## src/psd_pkg.sv

```systemverilog
// ----------------------------------------------------------------------------
// psd_pkg: shared constants for the point-to-segment squared distance block
// Output width and saturation value, queue depth and the item kind codes.
// ----------------------------------------------------------------------------
`default_nettype none

package psd_pkg;

   localparam int COORD_BITS_DEFAULT = 24;
   localparam int OUT_W = 51;
   localparam logic [OUT_W-1:0] OUT_MAX = {OUT_W{1'b1}};

   localparam int FIFO_DEPTH = 4;
   localparam int FIFO_PTR_W = 2;

   // Result comes straight from an endpoint distance, or needs the divider.
   localparam logic KIND_DIRECT = 1'b0;
   localparam logic KIND_DIVIDE = 1'b1;

endpackage

`default_nettype wire

```

## src/psd_fifo.sv

```systemverilog
// ----------------------------------------------------------------------------
// psd_fifo: short queue between the front and the back
// Register-based first-in first-out buffer of classified entries.
// ----------------------------------------------------------------------------
`default_nettype none

module psd_fifo #(
   parameter int WIDTH = 8
) (
   input  wire              clock,
   input  wire              reset,
   input  wire              push,
   input  wire  [WIDTH-1:0] push_data,
   output logic             full,
   input  wire              pop,
   output logic [WIDTH-1:0] pop_data,
   output logic             empty
);

   localparam int DEPTH = psd_pkg::FIFO_DEPTH;
   localparam int PW    = psd_pkg::FIFO_PTR_W;

   logic [WIDTH-1:0] mem_ff [DEPTH];
   logic [PW-1:0]    wr_ptr_ff, rd_ptr_ff;
   logic [PW:0]      count_ff;

   assign full     = (count_ff == (PW+1)'(DEPTH));
   assign empty    = (count_ff == '0);
   assign pop_data = mem_ff[rd_ptr_ff];

   always_ff @(posedge clock) begin
      if (reset) begin
         wr_ptr_ff <= '0;
         rd_ptr_ff <= '0;
         count_ff  <= '0;
      end else begin
         if (push) wr_ptr_ff <= wr_ptr_ff + 1'b1;
         if (pop)  rd_ptr_ff <= rd_ptr_ff + 1'b1;
         if (push && !pop)      count_ff <= count_ff + 1'b1;
         else if (pop && !push) count_ff <= count_ff - 1'b1;
      end
   end

   always_ff @(posedge clock) begin
      if (push) mem_ff[wr_ptr_ff] <= push_data;
   end

   assert property (@(posedge clock) disable iff (reset) push |-> !full)
      else $error("psd_fifo: push while full");
   assert property (@(posedge clock) disable iff (reset) pop |-> !empty)
      else $error("psd_fifo: pop while empty");
   assert property (@(posedge clock) disable iff (reset)
                    (push && !pop) |=> count_ff == $past(count_ff) + 1'b1)
      else $error("psd_fifo: occupancy did not grow on push");

endmodule

`default_nettype wire

```

## config.mk

```make
export PLATFORM = sky130hd
export DESIGN_NAME = psd_fifo
export DESIGN_NICKNAME = d
export VERILOG_FILES = /design/src/psd_pkg.sv /design/src/psd_fifo.sv
export SDC_FILE = /design/constraint.sdc
export NUM_CORES = 1
export LEC_CHECK = 0
export ABC_AREA = 0
export BUFFER_PORTS_ARGS = -buffer_cell sky130_fd_sc_hd__buf_2
export CORE_MARGIN = 4
export CORE_UTILIZATION = 30
export CTS_CLUSTER_SIZE = 40
export DETAILED_ROUTE_END_ITERATION = 10
export SYNTH_ARGS = -nofsm -noshare
export SYNTH_HDL_FRONTEND = slang
export SYNTH_SLANG_ARGS = --single-unit
```

## constraint.sdc

```tcl
create_clock -name clock -period 3.65 [get_ports clock]
set_input_delay 0 -clock clock [delete_from_list [all_inputs] [get_ports clock]]
set_output_delay 0 -clock clock [all_outputs]
set_load 0.1 [all_outputs]
```

# Yosys cells after proc, flatten, opt, wreduce, memory -nomap -nowiden
# Memories as Yosys holds them, arrays and structs flattened. A register that Yosys moved wholly into a read port is not among the register bits.
# Cells that the tools add are included.
dict set report word_totals {
  ff_bits 7
  latch_bits 0
  ram_bits 32
  rom_bits 0
  in_bits 12
  out_inout_bits 10
  mem_count 1
}
dict set report op_classes {
  add_sub_neg 4
  n_mul 0
  n_div 0
  n_lt_le_gt_ge 0
  eq_ne 1
  shift 0
  n_mux 6
  bitwise 0
  n_reduce_logical 6
}
# memory words word_bits rd rd_clocked_by_memory_dff write_ports line
set memory_table {}
lappend memory_table {mem_ff 4 8 1 1 1 psd_fifo.sv:23} ;# logic [WIDTH-1:0] mem_ff [DEPTH];
# op count
set ops {}
lappend ops {{two-way mux 3 bit} 2}
lappend ops {{adder 2 x 1 -> 2 bit, second input constant} 2}
lappend ops {{two-way mux 2 bit} 2}
lappend ops {{adder 3 x 1 -> 3 bit, second input constant} 1}
lappend ops {{equality test 3 bit, second input constant} 1}
lappend ops {{logical NOT 3 bit} 1}
lappend ops {{subtractor 3 x 1 -> 3 bit, second input constant} 1}
lappend ops {{logical AND 1 bit} 2}
lappend ops {{logical NOT 1 bit} 2}
lappend ops {{two-way mux 1 bit} 2}
lappend ops {{nonzero test 2 bit} 1}

# Depth between registers and ports, before layout
dict set report depth {
  depth_word 4
  ltp_mapped 7
  depth_no_buf 7
}

# Worst setup path before layout
# OpenSTA, ideal clock, no wires.
dict set report synth_path {
  path_kind {register to output}
  startpoint {register count_ff[1]}
  endpoint {output full}
  arrival_time_ns 2.552
  slack_ns 1.098
  path_stages_with_launch 2
  cell_sequence {dfxtp_1 -> nor3b_1}
}
dict set report synth_via {
  elab_chain_cells 1
}
# item line
set synth_rtl {}
lappend synth_rtl {{start, declared} psd_fifo.sv:25} ;# logic [PW:0] count_ff;
lappend synth_rtl {{start signal, assigned} psd_fifo.sv:39} ;# if (push && !pop) count_ff <= count_ff + 1'b1;
lappend synth_rtl {{start signal, assigned} psd_fifo.sv:40} ;# else if (pop && !push) count_ff <= count_ff - 1'b1;
lappend synth_rtl {{equality test 3 bit} psd_fifo.sv:27} ;# assign full = (count_ff == (PW+1)'(DEPTH));
lappend synth_rtl {{end, declared} psd_fifo.sv:14} ;# output logic full,
# Every way passes these cells.

==> reports/qor.txt <==
Status -> finished, final reports clean
Die area -> 6520 µm²
Die X -> 80.7 µm
DR iter-0 viols -> 65
Synth top area cells -> edfxtp_1, dfxtp_1, mux4_2
CP endpoint kind -> output pin
Drt via density -> 4.27
N_diodes -> 0
Total CTS buffers -> 5
Avg Inst Size Synth -> 18.4 µm²
Max Slew Vio Count -> 0
Post-route DRC -> 0
Reg-to-Reg Start -> count_ff[0]
Non-filler cells in the finished layout -> 191
PnR worst setup slack -> 1.82 ns
CP Data Arrival Time -> 1.83 ns
Largest family of logic cells by synthesized area -> multiplexers
Hold Path Class -> primary input to register
Multiplexer share of the synthesized area -> 0.126
Synth Area in XOR/XNOR -> 0.0276
Compound-cell area share of the yosys netlist -> 0.00631
Final Skew -> 0.00237 ns
Max_slew headroom -> 0.643
Worst-path clk slew -> 0.07 ns
CP Data Required Time -> 3.65 ns
Synthesized area -> 1590 µm²
Gp weighted congestion -> 0.697
Period minus WS final -> 1.83 ns
Post-synthesis simple-gate area fraction -> 0.0465
Root Buffer -> clkbuf_8
Pleak -> 0.000709 µW
Number of setup violations in the final report -> 0
Core Area -> 5110 µm²
Synth Area in Adders -> 0.0521
Yosys reg bits -> 41
Final Hold Violating Endpoints -> 0
Reg area -> 1140 µm²
Multi-input logic area -> 410 µm²
Layout Nets -> 138
Max-cap viol count -> 0
Setup tns final -> 0 ns
Clk Latency, worst-skew pair -> 0.28 ns
Ys Warns -> 0
# H-tree levels -> 2
Ports -> 22
Synth Instances -> 86
Die Y -> 80.7 µm
HP Start -> pop
CTS max path bufs -> 2
R2R Setup Slk -> 2.14 ns
Commonest cells after routing, fill and taps aside -> edfxtp_1, buf_2, dfxtp_1, dlygate4sd3_1, mux4_2
Post-synth cell types -> 20
CTS sink count -> 41
PD cells -> 587 nW/µm²
Iteration count of the initial detailed-routing pass -> 4
Syn_nets -> 104
Fraction of layout cells with a size suffix above 1 -> 0.289
Area Growth Syn to Fin -> 23.3%
Least-Margin Pin Slew -> 0.535 ns
Fillers -> 484
Routed wire length -> 2560 µm
Final global-route overflow total -> 0
Yosys top cell by area -> edfxtp_1
Vias -> 816
Worst Setup Path Type -> register to output pin
Starting utilization of the core area -> 0.311
Largest net degree at the start of global routing -> 13
Post-route ant nets -> 0
Row cnt -> 26
Fmax -> 546 MHz
Buffers on Ports -> 21
Placed cell count -> 174
Share of the synthesized area in the top cell type -> 0.606
First-pass GRT wire length -> 4190 µm
Peak supply drop -> 257 µV
Critical Path Fanout Max -> 8
Fin crit share -> 0.501
Most common cell after layout, fill and taps aside -> edfxtp_1
Vias in the first global route -> 869
Post-cts resize count -> 0
DR WL/cell -> 13.4 µm
Post-CTS setup repair buffer count -> 0
Unrepaired setup endpoints after global routing -> no
CTS tree -> built
Initial antenna violation count -> 0
Register area share after synthesis -> 0.719
DP HPWL -> 1760 µm
Total track usage -> 0.0886
Dpl ws -> 2.08 ns
Critical path startpoint category -> register
## sequential cells by signal, indices dropped and copies added (netlist names), named ones only
| signal | cells |
|---|---|
| wr_ptr_ff | 2 |
| count_ff | 3 |
| rd_ptr_ff | 2 |
| mem_ff | 32 |
## metal layers
metal / vias to the layer above / routed length (µm) / GRT usage
li1: 387 / - / -
met4: 0 / 15 / 0.0253
met1: 400 / 1070 / 0.100
met5: - / 0 / 0
met3: 3 / 156 / 0.0370
met2: 26 / 1320 / 0.153
## report_power, final
part           total (µW)  switching [µW]  leakage [µW]  internal [µW]
Sequential            555            21.7      0.000368            533
Clock                 345             144     0.0000528            202
Combinational         249             186      0.000288           62.8
Total                1150             351      0.000709            797
## area by class of cell
cell class                      instances  area share
Clock buffer                            6      0.0371
Clock inverter                          2      0.0173
Inverter                                4     0.00768
Multi-Input combinational cell         38       0.210
Sequential cell                        41       0.583
Tap cell                               70      0.0448
Timing Repair Buffer                   30      0.0998
## worst paths after layout
path,endpoint,depth (start not counted)
worst max-delay path,pop_data[7],2
worst max register to register,count_ff[2],4
worst min register to register,count_ff[2],2
worst min-delay path,rd_ptr_ff[0],3
## cell usage after synthesis
| cell | n |
|---|---|
| edfxtp_1 | 32 |
| dfxtp_1 | 9 |
| mux4_2 | 8 |
| nor2_1 | 7 |
| ha_1 | 5 |
| and2_1 | 4 |
| inv_1 | 4 |
| xor2_1 | 3 |
| mux2i_1 | 2 |
| xnor2_1 | 2 |
| a21oi_1 | 1 |
| buf_6 | 1 |
| clkbuf_1 | 1 |
| clkbuf_2 | 1 |
| fa_1 | 1 |
| nand2_1 | 1 |
| nor3_1 | 1 |
| nor3b_1 | 1 |
| o21ai_0 | 1 |
| or3_1 | 1 |
## through the flow
stage	power, µW	util	hold WS [ns]	area (µm²)
final	1150	0.383	0.0291	1960
after global routing	1200	0.383	0.0844	1960
after CTS	1160	0.383	0.0252	1960
after detailed placement	810	0.344	0.223	1760
after global placement	803	0.344	0.212	1760
after floorplan	768	-	0.0989	1590
## kinds of logic (layout without fill, tap and decap cells)
family                     count (synthesis)  in the layout
muxes                                     10             10
xor gates and xnor gates                   5              5
AOI/OAI and AO/OA                          2              2
DFF                                       41             41
buffers and inverters                      7             42
and+or+nand+nor                           15             15
adders and majority gates                  6              6
## critical path, stage by stage, from the launching register on
cell and delay (ns):
dfxtp_1 0.66, mux4_2 0.58, buf_2 0.31
## what timing repair did
item | in CTS | in global routing
setup endpoints to repair | 0 | 0
hold buffers | 9 | 0
hold endpoints to repair | 39 | 0
Note: power is estimated with default switching activity, not from simulation.
